--- src/design/vca_pkg.sv ---
package vca_pkg;

  // Default voice storage and the voice count that reset selects.
  localparam int VOICES_DEF = 8;
  localparam int COUNT_RST  = 8;

  // Fixed field widths of the event, result and configuration beats.
  localparam int NOTE_W   = 7;
  localparam int VEL_W    = 7;
  localparam int VOICE_W  = 3;
  localparam int POLICY_W = 2;
  localparam int CFG_W    = 4;

  // Event kinds.
  typedef enum logic {
    OP_NOTE_ON  = 1'b0,
    OP_NOTE_OFF = 1'b1
  } op_e;

  // Stealing policies; the unused code behaves as no stealing.
  typedef enum logic [POLICY_W-1:0] {
    POL_NONE   = 2'd0,
    POL_OLDEST = 2'd1,
    POL_LOWEST = 2'd2
  } policy_e;

  // Configuration register indexes.
  typedef enum logic {
    CFG_STEAL_POLICY = 1'b0,
    CFG_VOICE_COUNT  = 1'b1
  } cfg_idx_e;

  // Control of the shared scan compare unit.
  typedef struct packed {
    logic start;
    logic step;
    logic mode_lt;
  } scan_ctl_t;

  // Commands to the voice list storage.
  typedef struct packed {
    logic rebuild;
    logic note_on;
    logic note_off;
    logic act_hit;
    logic free_hit;
  } list_cmd_t;

endpackage

--- src/design/vca_scan.sv ---
module vca_scan #(
  parameter int  VOICES = vca_pkg::VOICES_DEF,
  localparam int IW     = (VOICES > 1) ? $clog2(VOICES) : 1,
  localparam int CW     = $clog2(VOICES + 1)
) (
  input  logic                        clk_i,
  input  logic                        rst_ni,
  input  vca_pkg::scan_ctl_t          ctl_i,
  input  logic [vca_pkg::NOTE_W-1:0]  ref_i,
  input  logic [CW-1:0]               limit_i,
  input  logic [vca_pkg::NOTE_W-1:0]  cand_i,
  input  logic                        cand_ok_i,
  output logic [IW-1:0]               idx_o,
  output logic                        match_o,
  output logic                        done_o
);

  logic [IW-1:0]              idx_q;
  logic [vca_pkg::NOTE_W-1:0] ref_q;

  // One comparator serves both the lowest-note search and the equality search.
  assign match_o = cand_ok_i && (ctl_i.mode_lt ? (cand_i < ref_q) : (cand_i == ref_q));

  // The scan ends at the last position, or at the first hit of an equality search.
  assign done_o = (CW'(idx_q) + CW'(1) == limit_i) || (!ctl_i.mode_lt && match_o);

  assign idx_o = idx_q;

  // Position counter and running reference.
  always_ff @(posedge clk_i or negedge rst_ni) begin
    if (!rst_ni) begin
      idx_q <= '0;
      ref_q <= '0;
    end else if (ctl_i.start) begin
      idx_q <= '0;
      ref_q <= ref_i;
    end else if (ctl_i.step) begin
      idx_q <= idx_q + IW'(1);
      if (ctl_i.mode_lt && match_o) begin
        ref_q <= cand_i;
      end
    end
  end

endmodule

--- src/design/vca_lists.sv ---
module vca_lists #(
  parameter int  VOICES = vca_pkg::VOICES_DEF,
  localparam int IW     = (VOICES > 1) ? $clog2(VOICES) : 1,
  localparam int CW     = $clog2(VOICES + 1)
) (
  input  logic                        clk_i,
  input  logic                        rst_ni,
  input  vca_pkg::list_cmd_t          cmd_i,
  input  logic [CW-1:0]               count_i,
  input  logic [IW-1:0]               voice_i,
  input  logic [IW-1:0]               pos_i,
  input  logic [vca_pkg::NOTE_W-1:0]  note_i,
  input  logic [IW-1:0]               rd_pos_i,
  input  logic [IW-1:0]               rd_voice_i,
  output logic [IW-1:0]               free_front_o,
  output logic [IW-1:0]               act_front_o,
  output logic [IW-1:0]               act_rd_o,
  output logic [vca_pkg::NOTE_W-1:0]  note_rd_o,
  output logic                        play_rd_o,
  output logic [CW-1:0]               free_count_o,
  output logic [CW-1:0]               act_count_o
);

  localparam int CountRst = (vca_pkg::COUNT_RST <= VOICES) ? vca_pkg::COUNT_RST : VOICES;

  logic [IW-1:0]              act_q  [VOICES];
  logic [IW-1:0]              act_d  [VOICES];
  logic [IW-1:0]              act_nx [VOICES];
  logic [IW-1:0]              free_q [VOICES];
  logic [IW-1:0]              free_d [VOICES];
  logic [IW-1:0]              free_nx[VOICES];
  logic [vca_pkg::NOTE_W-1:0] note_q [VOICES];
  logic [vca_pkg::NOTE_W-1:0] note_d [VOICES];
  logic [VOICES-1:0]          play_q;
  logic [VOICES-1:0]          play_d;
  logic [CW-1:0]              act_count_q;
  logic [CW-1:0]              act_count_d;
  logic [CW-1:0]              free_count_q;
  logic [CW-1:0]              free_count_d;

  // Read ports.
  assign free_front_o = free_q[0];
  assign act_front_o  = act_q[0];
  assign act_rd_o     = act_q[rd_pos_i];
  assign note_rd_o    = note_q[rd_voice_i];
  assign play_rd_o    = play_q[rd_voice_i];
  assign free_count_o = free_count_q;
  assign act_count_o  = act_count_q;

  // Per-entry next values; removal shifts the tail of a list one place forward.
  for (genvar g = 0; g < VOICES; g++) begin : g_entry
    if (g < VOICES - 1) begin : g_shift
      assign act_nx[g]  = act_q[g+1];
      assign free_nx[g] = free_q[g+1];
    end else begin : g_last
      assign act_nx[g]  = act_q[g];
      assign free_nx[g] = free_q[g];
    end

    always_comb begin
      act_d[g]  = act_q[g];
      free_d[g] = free_q[g];
      note_d[g] = note_q[g];
      play_d[g] = play_q[g];
      if (cmd_i.rebuild) begin
        free_d[g] = IW'(g);
        note_d[g] = '0;
        play_d[g] = 1'b0;
      end else if (cmd_i.note_on) begin
        // The voice moves to the back of the active list, or is appended.
        if (cmd_i.act_hit) begin
          if (CW'(g + 1) == act_count_q) begin
            act_d[g] = voice_i;
          end else if (IW'(g) >= pos_i) begin
            act_d[g] = act_nx[g];
          end
        end else if (CW'(g) == act_count_q) begin
          act_d[g] = voice_i;
        end
        if (cmd_i.free_hit) begin
          free_d[g] = free_nx[g];
        end
        if (voice_i == IW'(g)) begin
          note_d[g] = note_i;
          play_d[g] = 1'b1;
        end
      end else if (cmd_i.note_off) begin
        // The voice leaves the active list and goes to the back of the free list.
        if (IW'(g) >= pos_i) begin
          act_d[g] = act_nx[g];
        end
        if (CW'(g) == free_count_q) begin
          free_d[g] = voice_i;
        end
        if (voice_i == IW'(g)) begin
          play_d[g] = 1'b0;
        end
      end
    end
  end

  // List lengths.
  always_comb begin
    act_count_d  = act_count_q;
    free_count_d = free_count_q;
    if (cmd_i.rebuild) begin
      act_count_d  = '0;
      free_count_d = count_i;
    end else if (cmd_i.note_on) begin
      if (!cmd_i.act_hit && act_count_q != CW'(VOICES)) begin
        act_count_d = act_count_q + CW'(1);
      end
      if (cmd_i.free_hit) begin
        free_count_d = free_count_q - CW'(1);
      end
    end else if (cmd_i.note_off) begin
      act_count_d = act_count_q - CW'(1);
      if (free_count_q != CW'(VOICES)) begin
        free_count_d = free_count_q + CW'(1);
      end
    end
  end

  // The active order has no defined contents until written.
  always_ff @(posedge clk_i) begin
    act_q <= act_d;
  end

  // Free order, notes, playing flags and counts come up as after a rebuild.
  always_ff @(posedge clk_i or negedge rst_ni) begin
    if (!rst_ni) begin
      for (int i = 0; i < VOICES; i++) begin
        free_q[i] <= IW'(i);
        note_q[i] <= '0;
      end
      play_q       <= '0;
      act_count_q  <= '0;
      free_count_q <= CW'(CountRst);
    end else begin
      free_q       <= free_d;
      note_q       <= note_d;
      play_q       <= play_d;
      act_count_q  <= act_count_d;
      free_count_q <= free_count_d;
    end
  end

endmodule

--- src/design/poly_voice_allocator.sv ---
// Channel   Direction  Handshake                   Payload
// event     in         in_valid_i / in_stall_o     operation_i, note_i, velocity_i
// result    out        out_valid_o / out_stall_i   found_o, voice_o, gate_o, note_out_o,
//                                                  velocity_out_o, stolen_o
// config    in         cfg_we_i                    cfg_idx_i, cfg_data_i
//
// An event that uses a free voice or the oldest active voice goes from acceptance through
// the decide, apply and done steps to its result beat. A note-off scans the active list
// one position a cycle. A lowest-note steal scans the voices and then the active list
// through the same comparator. After reset all voices are free in ascending order and
// the block is ready at once. A waiting result beat holds the sequencer until the output
// side takes it.
module poly_voice_allocator #(
  parameter int  VOICES = vca_pkg::VOICES_DEF,
  localparam int IW     = (VOICES > 1) ? $clog2(VOICES) : 1,
  localparam int CW     = $clog2(VOICES + 1)
) (
  input  logic                         clk_i,
  input  logic                         rst_ni,
  input  logic                         in_valid_i,
  output logic                         in_stall_o,
  input  logic                         operation_i,
  input  logic [vca_pkg::NOTE_W-1:0]   note_i,
  input  logic [vca_pkg::VEL_W-1:0]    velocity_i,
  output logic                         out_valid_o,
  input  logic                         out_stall_i,
  output logic                         found_o,
  output logic [vca_pkg::VOICE_W-1:0]  voice_o,
  output logic                         gate_o,
  output logic [vca_pkg::NOTE_W-1:0]   note_out_o,
  output logic [vca_pkg::VEL_W-1:0]    velocity_out_o,
  output logic                         stolen_o,
  input  logic                         cfg_we_i,
  input  logic                         cfg_idx_i,
  input  logic [vca_pkg::CFG_W-1:0]    cfg_data_i
);

  localparam int CountRst = (vca_pkg::COUNT_RST <= VOICES) ? vca_pkg::COUNT_RST : VOICES;

  typedef enum logic [2:0] {
    S_IDLE,
    S_DECIDE,
    S_SCAN,
    S_EVAL,
    S_APPLY,
    S_DONE
  } state_e;

  typedef enum logic [1:0] {
    PH_OFF,
    PH_LOW,
    PH_POS
  } phase_e;

  state_e                          state_q;
  phase_e                          phase_q;
  vca_pkg::op_e                    op_q;
  logic [vca_pkg::NOTE_W-1:0]      note_q;
  logic [vca_pkg::VEL_W-1:0]       vel_q;
  logic [IW-1:0]                   pick_q;
  logic [IW-1:0]                   pos_q;
  logic                            hit_q;
  logic                            act_hit_q;
  logic                            free_hit_q;
  logic                            found_q;
  logic                            stolen_q;
  logic                            out_valid_q;
  logic                            out_found_q;
  logic [vca_pkg::VOICE_W-1:0]     out_voice_q;
  logic                            out_gate_q;
  logic [vca_pkg::NOTE_W-1:0]      out_note_q;
  logic [vca_pkg::VEL_W-1:0]       out_vel_q;
  logic                            out_stolen_q;
  logic [vca_pkg::POLICY_W-1:0]    policy_q;
  logic [CW-1:0]                   voice_count_q;
  logic [CW-1:0]                   count_clamp;

  vca_pkg::scan_ctl_t              scan_ctl;
  vca_pkg::list_cmd_t              list_cmd;
  logic [vca_pkg::NOTE_W-1:0]      scan_ref;
  logic [CW-1:0]                   scan_limit;
  logic [vca_pkg::NOTE_W-1:0]      cand_key;
  logic                            cand_ok;
  logic [IW-1:0]                   cand_voice;
  logic [IW-1:0]                   scan_idx;
  logic                            scan_match;
  logic                            scan_done;
  logic [IW-1:0]                   rd_voice;
  logic [IW-1:0]                   free_front;
  logic [IW-1:0]                   act_front;
  logic [IW-1:0]                   act_rd;
  logic [vca_pkg::NOTE_W-1:0]      note_rd;
  logic                            play_rd;
  logic [CW-1:0]                   free_count;
  logic [CW-1:0]                   act_count;
  logic                            off_scan;
  logic                            low_scan;
  logic                            pos_scan;

  // Handshake and result beat.
  assign in_stall_o     = (state_q != S_IDLE);
  assign out_valid_o    = out_valid_q;
  assign found_o        = out_found_q;
  assign voice_o        = out_voice_q;
  assign gate_o         = out_gate_q;
  assign note_out_o     = out_note_q;
  assign velocity_out_o = out_vel_q;
  assign stolen_o       = out_stolen_q;

  // A voice count write is clamped into one to the number of voices.
  always_comb begin
    if (cfg_data_i == '0) begin
      count_clamp = CW'(1);
    end else if (int'(cfg_data_i) > VOICES) begin
      count_clamp = CW'(VOICES);
    end else begin
      count_clamp = CW'(cfg_data_i);
    end
  end

  // Configuration registers.
  always_ff @(posedge clk_i or negedge rst_ni) begin
    if (!rst_ni) begin
      policy_q      <= vca_pkg::POL_NONE;
      voice_count_q <= CW'(CountRst);
    end else if (cfg_we_i) begin
      if (cfg_idx_i == vca_pkg::CFG_STEAL_POLICY) begin
        policy_q <= cfg_data_i[vca_pkg::POLICY_W-1:0];
      end else begin
        voice_count_q <= count_clamp;
      end
    end
  end

  // Scans that start from the decision step or after a lowest-note search.
  assign off_scan = (op_q == vca_pkg::OP_NOTE_OFF) && (act_count != '0);
  assign low_scan = (op_q == vca_pkg::OP_NOTE_ON) && (free_count == '0) &&
                    (policy_q == vca_pkg::POL_LOWEST);
  assign pos_scan = (phase_q == PH_LOW) && hit_q && (act_count != '0);

  // Scan operands: voices by index for the lowest note, otherwise the active list.
  always_comb begin
    scan_ctl.start   = ((state_q == S_DECIDE) && (off_scan || low_scan)) ||
                       ((state_q == S_EVAL) && pos_scan);
    scan_ctl.step    = (state_q == S_SCAN);
    scan_ctl.mode_lt = (phase_q == PH_LOW);
    scan_ref         = (state_q == S_EVAL) ? vca_pkg::NOTE_W'(pick_q) : note_q;
    scan_limit       = (phase_q == PH_LOW) ? voice_count_q : act_count;
    cand_voice       = (phase_q == PH_LOW) ? scan_idx : act_rd;
    cand_key         = (phase_q == PH_POS) ? vca_pkg::NOTE_W'(act_rd) : note_rd;
    cand_ok          = (phase_q == PH_OFF) ? play_rd : 1'b1;
    rd_voice         = (state_q == S_APPLY) ? pick_q : cand_voice;
  end

  // List updates: a rebuild on a voice count write, the event's move when applied.
  always_comb begin
    list_cmd.rebuild  = cfg_we_i && (cfg_idx_i == vca_pkg::CFG_VOICE_COUNT);
    list_cmd.note_on  = (state_q == S_APPLY) && (op_q == vca_pkg::OP_NOTE_ON);
    list_cmd.note_off = (state_q == S_APPLY) && (op_q == vca_pkg::OP_NOTE_OFF);
    list_cmd.act_hit  = act_hit_q;
    list_cmd.free_hit = free_hit_q;
  end

  vca_scan #(
    .VOICES(VOICES)
  ) u_scan (
    .clk_i    (clk_i),
    .rst_ni   (rst_ni),
    .ctl_i    (scan_ctl),
    .ref_i    (scan_ref),
    .limit_i  (scan_limit),
    .cand_i   (cand_key),
    .cand_ok_i(cand_ok),
    .idx_o    (scan_idx),
    .match_o  (scan_match),
    .done_o   (scan_done)
  );

  vca_lists #(
    .VOICES(VOICES)
  ) u_lists (
    .clk_i       (clk_i),
    .rst_ni      (rst_ni),
    .cmd_i       (list_cmd),
    .count_i     (count_clamp),
    .voice_i     (pick_q),
    .pos_i       (pos_q),
    .note_i      (note_q),
    .rd_pos_i    (scan_idx),
    .rd_voice_i  (rd_voice),
    .free_front_o(free_front),
    .act_front_o (act_front),
    .act_rd_o    (act_rd),
    .note_rd_o   (note_rd),
    .play_rd_o   (play_rd),
    .free_count_o(free_count),
    .act_count_o (act_count)
  );

  // Sequencer with the event registers and the result beat.
  always_ff @(posedge clk_i or negedge rst_ni) begin
    if (!rst_ni) begin
      state_q      <= S_IDLE;
      phase_q      <= PH_OFF;
      op_q         <= vca_pkg::OP_NOTE_ON;
      note_q       <= '0;
      vel_q        <= '0;
      pick_q       <= '0;
      pos_q        <= '0;
      hit_q        <= 1'b0;
      act_hit_q    <= 1'b0;
      free_hit_q   <= 1'b0;
      found_q      <= 1'b0;
      stolen_q     <= 1'b0;
      out_valid_q  <= 1'b0;
      out_found_q  <= 1'b0;
      out_voice_q  <= '0;
      out_gate_q   <= 1'b0;
      out_note_q   <= '0;
      out_vel_q    <= '0;
      out_stolen_q <= 1'b0;
    end else begin
      // A taken beat clears the valid unless the done step loads a new one.
      if (out_valid_q && !out_stall_i && (state_q != S_DONE)) begin
        out_valid_q <= 1'b0;
      end
      case (state_q)
        S_IDLE: begin
          if (in_valid_i) begin
            op_q    <= vca_pkg::op_e'(operation_i);
            note_q  <= note_i;
            vel_q   <= velocity_i;
            state_q <= S_DECIDE;
          end
        end
        S_DECIDE: begin
          hit_q      <= 1'b0;
          act_hit_q  <= 1'b0;
          free_hit_q <= 1'b0;
          found_q    <= 1'b0;
          stolen_q   <= 1'b0;
          if (op_q == vca_pkg::OP_NOTE_OFF) begin
            phase_q <= PH_OFF;
            state_q <= off_scan ? S_SCAN : S_DONE;
          end else if (free_count != '0) begin
            pick_q     <= free_front;
            free_hit_q <= 1'b1;
            state_q    <= S_APPLY;
          end else begin
            case (policy_q)
              vca_pkg::POL_OLDEST: begin
                if (act_count != '0) begin
                  pick_q    <= act_front;
                  pos_q     <= '0;
                  act_hit_q <= 1'b1;
                  state_q   <= S_APPLY;
                end else begin
                  state_q <= S_DONE;
                end
              end
              vca_pkg::POL_LOWEST: begin
                phase_q <= PH_LOW;
                state_q <= S_SCAN;
              end
              default: begin
                state_q <= S_DONE;
              end
            endcase
          end
        end
        S_SCAN: begin
          if (scan_match) begin
            pick_q <= cand_voice;
            pos_q  <= scan_idx;
            hit_q  <= 1'b1;
          end
          if (scan_done) begin
            state_q <= S_EVAL;
          end
        end
        S_EVAL: begin
          case (phase_q)
            PH_OFF: begin
              state_q <= hit_q ? S_APPLY : S_DONE;
            end
            PH_LOW: begin
              // Find where the chosen voice sits in the active list.
              if (pos_scan) begin
                hit_q   <= 1'b0;
                phase_q <= PH_POS;
                state_q <= S_SCAN;
              end else begin
                state_q <= hit_q ? S_APPLY : S_DONE;
              end
            end
            PH_POS: begin
              act_hit_q <= hit_q;
              state_q   <= S_APPLY;
            end
            default: begin
              state_q <= S_DONE;
            end
          endcase
        end
        S_APPLY: begin
          found_q  <= 1'b1;
          stolen_q <= (op_q == vca_pkg::OP_NOTE_ON) && play_rd;
          state_q  <= S_DONE;
        end
        S_DONE: begin
          if (!out_valid_q || !out_stall_i) begin
            out_valid_q  <= 1'b1;
            out_found_q  <= found_q;
            out_voice_q  <= found_q ? vca_pkg::VOICE_W'(pick_q) : '0;
            out_gate_q   <= found_q && (op_q == vca_pkg::OP_NOTE_ON);
            out_note_q   <= note_q;
            out_vel_q    <= (found_q && (op_q == vca_pkg::OP_NOTE_ON)) ? vel_q : '0;
            out_stolen_q <= found_q && stolen_q;
            state_q      <= S_IDLE;
          end
        end
        default: begin
          state_q <= S_IDLE;
        end
      endcase
    end
  end

endmodule
--- config.mk ---
export PLATFORM = sky130hd
export DESIGN_NAME = poly_voice_allocator
export DESIGN_NICKNAME = d
export VERILOG_FILES = /design/src/design/vca_pkg.sv /design/src/design/vca_scan.sv /design/src/design/vca_lists.sv /design/src/design/poly_voice_allocator.sv
export SDC_FILE = /design/constraint.sdc
export NUM_CORES = 1
export LEC_CHECK = 0
export ABC_AREA = 1
export BUFFER_PORTS_ARGS = -buffer_cell sky130_fd_sc_hd__buf_2
export CAP_MARGIN = 5
export CELL_PAD_IN_SITES_DETAIL_PLACEMENT = 0
export CELL_PAD_IN_SITES_GLOBAL_PLACEMENT = 1
export CORE_MARGIN = 1.5
export CORE_UTILIZATION = 40
export CTS_BUF_LIST = sky130_fd_sc_hd__clkbuf_16
export DETAILED_ROUTE_END_ITERATION = 8
export PLACE_DENSITY = 0.79
export SETUP_SLACK_MARGIN = 0.4
export SLEW_MARGIN = 20
export SYNTH_ARGS = -nofsm -noshare
export SYNTH_HDL_FRONTEND = slang
export SYNTH_SLANG_ARGS = --single-unit
--- constraint.sdc ---
create_clock -name clk_i -period 4.98 [get_ports clk_i]
set_input_delay 0.747 -clock clk_i [delete_from_list [all_inputs] [get_ports clk_i]]
set_output_delay 0.747 -clock clk_i [all_outputs]
set_load 0.05 [all_outputs]
==> results.sh <==
export IMPL_dr_pass1_iters=5
export IMPL_critPathSlowestCell="dfrtp_2"
export IMPL_routed_via_count=8350
export IMPL_wl_um=26400
export IMPL_critPathCaptureType="flop"
export IMPL_fmax_ghz=0.256
export IMPL_ys_ff_latch=188
export IMPL_multiInputGateArea_um2=4310
export IMPL_cts_tree="built"
export IMPL_die_x_um=160
export IMPL_dieArea_um2=25400
export IMPL_required_ns=5.34
export IMPL_area_delta_synth_final_pct=11.0
export IMPL_power_w=0.00783
export IMPL_final_common_cell="nand2_1"
export IMPL_worstPathArrival_ns=4.26
export IMPL_min_path_type="in2async"
export IMPL_cts_setup_buffers=0
export IMPL_synth_cells=1197
export IMPL_portBuffers=46
export IMPL_clockBufferDepth=2
export IMPL_finalSetupViolations=0
export IMPL_die_y_um=160
export IMPL_drive_gt1_share_pct=12.4
export IMPL_start_kind="flop"
export IMPL_antenna_found_initial=0
export IMPL_power_density_nw_per_um2=719
export IMPL_synth_area_per_cell_um2=8.19
export IMPL_crit_family="simple AND/OR/NAND/NOR gates"
export IMPL_slew_violations=0
export IMPL_finalHoldViolCount=0
export IMPL_final_setup_skew_ns=0.0139
export IMPL_cts_made_buffers=17
export IMPL_grt_use_total_pct=21.6
export IMPL_route_detailed_wl_per_inst_um=16.9
export IMPL_core_um2=24200
export IMPL_tightestPinTransition_ns=0.936
export IMPL_placed_area_um2=10300
export IMPL_overflow=0
export IMPL_cp_max_fo=18
export IMPL_final_nets=1267
export IMPL_cts_sinks=188
export IMPL_path_buf_inv=2
export IMPL_grt_pass1_vias=8087
export IMPL_h_tree_depth=4
export IMPL_root_buffer="clkbuf_16"
export IMPL_ant_nets=0
export IMPL_post_dp_hpwl_um=19000
export IMPL_cts_clk_slew_worst_paths_ns=0.08
export IMPL_min_period_ns=3.90
export IMPL_crit_chain="inv_4 > nand2_1 > nand3_1 > nand3_1 > nand3_1 > nand2_1 > nand2_1 > nand2_2 > inv_2 > nand3_1 > nand3_1 > nand3_1 > and2_1 > ha_1 > nand2_1 > o21ai_0 > nand3_1 > a21boi_0 > o21ai_0 > nand2_1 > nand2_1 > nand2_1 > a21oi_1 > a22oi_1"
export IMPL_grt_max_degree=90
export IMPL_place_congestion=0.884
export IMPL_yosysSeqAreaShare_pct=49.4
export IMPL_insertion_delay_ns=0.45
export IMPL_synthArstFlopShare_pct=87.2
export IMPL_ios=47
export IMPL_rsz0062_at_grt="no"
export IMPL_antenna_cells=0
export IMPL_drcViolationCount=0
export IMPL_tns_ns=0
export IMPL_maxSlewHeadroom_pct=37.4
export IMPL_synthFlopType="dfrtp_1"
export IMPL_drt_iter0_drc=587
export IMPL_layout_common_cells="nand2_1 (287), dfrtp_1 (149), o21ai_0 (143)"
export IMPL_netlist_area_um2=9800
export IMPL_grt_pass1_wl_um=43600
export IMPL_final_core_util_pct=45.0
export IMPL_irDropWorstVdd_mv=0.476
export IMPL_maxCapViolCount=0
export IMPL_finalCritPeriodShare_pct=78.3
export IMPL_status="finished clean"
export IMPL_cp_slowest_stage_delay_ns=0.54
export IMPL_avgViaCountPerCell=5.34
export IMPL_synth_distinct_cells=51
export IMPL_design_area_um2=10900
export IMPL_initial_core_util_pct=40.5
export IMPL_synth_edf_count=24
export IMPL_leakage_nw=5.01
export IMPL_synth_nets=1238
export IMPL_rows=57
export IMPL_critical_path_class="reg2reg"
export IMPL_yosysWarnings=0
export IMPL_nFillCells=2415
export IMPL_seq_area_um2=4840
synthesized netlist by cell type, types with 5 or more instances:
| library cell | number | area share [%] |
|---|---|---|
| dfstp_2 | 14 | 3.8 |
| a211oi_1 | 13 | 1.0 |
| nand4_1 | 12 | 0.77 |
| nand2_2 | 9 | 0.57 |
| nor2_1 | 93 | 3.6 |
| dfrtp_1 | 150 | 38 |
| nand3_2 | 6 | 0.61 |
| a21oi_1 | 72 | 3.7 |
| mux2_2 | 6 | 0.69 |
| o21ai_1 | 17 | 0.87 |
| ha_1 | 16 | 2.0 |
| inv_2 | 12 | 0.46 |
| buf_6 | 6 | 0.69 |
| edfxtp_1 | 24 | 7.4 |
| clkbuf_1 | 29 | 1.1 |
| buf_4 | 5 | 0.38 |
| o211ai_1 | 18 | 1.4 |
| nor2_2 | 6 | 0.38 |
| nor3_1 | 9 | 0.46 |
| or2_1 | 9 | 0.57 |
| a31oi_1 | 24 | 1.5 |
| nand2_1 | 287 | 11 |
| inv_1 | 97 | 3.7 |
| o21ai_0 | 143 | 7.3 |
| xor2_1 | 5 | 0.45 |
| nand3_1 | 74 | 3.8 |
cell families after synthesis:
family | share of synthesized area (%)
buf+inv | 6.66
fa+ha+maj | 2.04
mux | 0.689
compound gates | 17.4
simple gates | 23.2
xor+xnor | 0.536
flops | 49.4
metal layers:
layer  wire length, um  share of wire [%]  up-vias  GRT usage [%]
met2             12300                 46      184           34.5
met4               576                2.2        0           6.48
met1             12400                 47     4043           30.3
li1                  -                  -     4087              -
met3              1160                4.4       36           3.57
met5                 0                  0        -              0
where the power goes:
part	internal, W	switching (W)	leakage [nW]
sequential	0.00222	0.000467	2.24
combinational	0.00122	0.00254	2.48
clock	0.000677	0.000705	0.290
final cells by class:
cell class,instances,area share (%)
clock inverters,15,1.59
well taps,324,3.73
flip-flops and latches,188,44.5
repair buffers,54,2.84
clock buffers,17,3.91
inverters,111,3.85
multi-input cells,854,39.6
path summary, 6_finish.rpt:
check	startpoint	end	slack (ns)	cells past startpoint
worst min-delay path	rst_ni	u_lists.free_front_o[2]	0.33	1
worst max register to register	u_scan.idx_o[0]	u_scan.ref_q[3]	1.08	24
max in group asynchronous	rst_ni	voice_o[2]	3.64	2
worst max-delay path	u_scan.idx_o[0]	u_scan.ref_q[3]	1.08	24
worst min register to register	u_lists.free_nx[19]	u_lists.free_nx[19]	0.48	2
min in group clk_i	u_lists.free_nx[19]	u_lists.free_nx[19]	0.48	2
registers in the layout (all words and copies together) (netlist names), 2 cells and up:
name,cells
note_out_o,7
note_q,7
phase_q,2
pick_q,3
policy_q,2
pos_q,3
state_q,3
u_lists.act_count_o,4
u_lists.act_front_o,3
u_lists.act_nx,21
u_lists.free_count_o,4
u_lists.free_front_o,3
u_lists.free_nx,21
u_lists.note_q,56
u_lists.play_q,8
u_scan.idx_o,3
u_scan.ref_q,7
vel_q,7
velocity_out_o,7
voice_count_q,4
voice_o,3
through the flow:
stage | setup slack (ns) | cells | hold WS (ns)
after floorplan | 1.78 | 1197 | 0.423
after global placement | 1.17 | 1531 | 0.460
after detailed placement | 1.01 | 1531 | 0.466
after CTS | 0.981 | 1563 | 0.374
after global routing | 0.605 | 1563 | 0.408
final | 1.08 | 1563 | 0.325
timing repair:
action	CTS	global route
setup endpoints to repair	0	3
resized for setup	0	1
hold buffers	0	0
(Power assumes the default switching activity.)
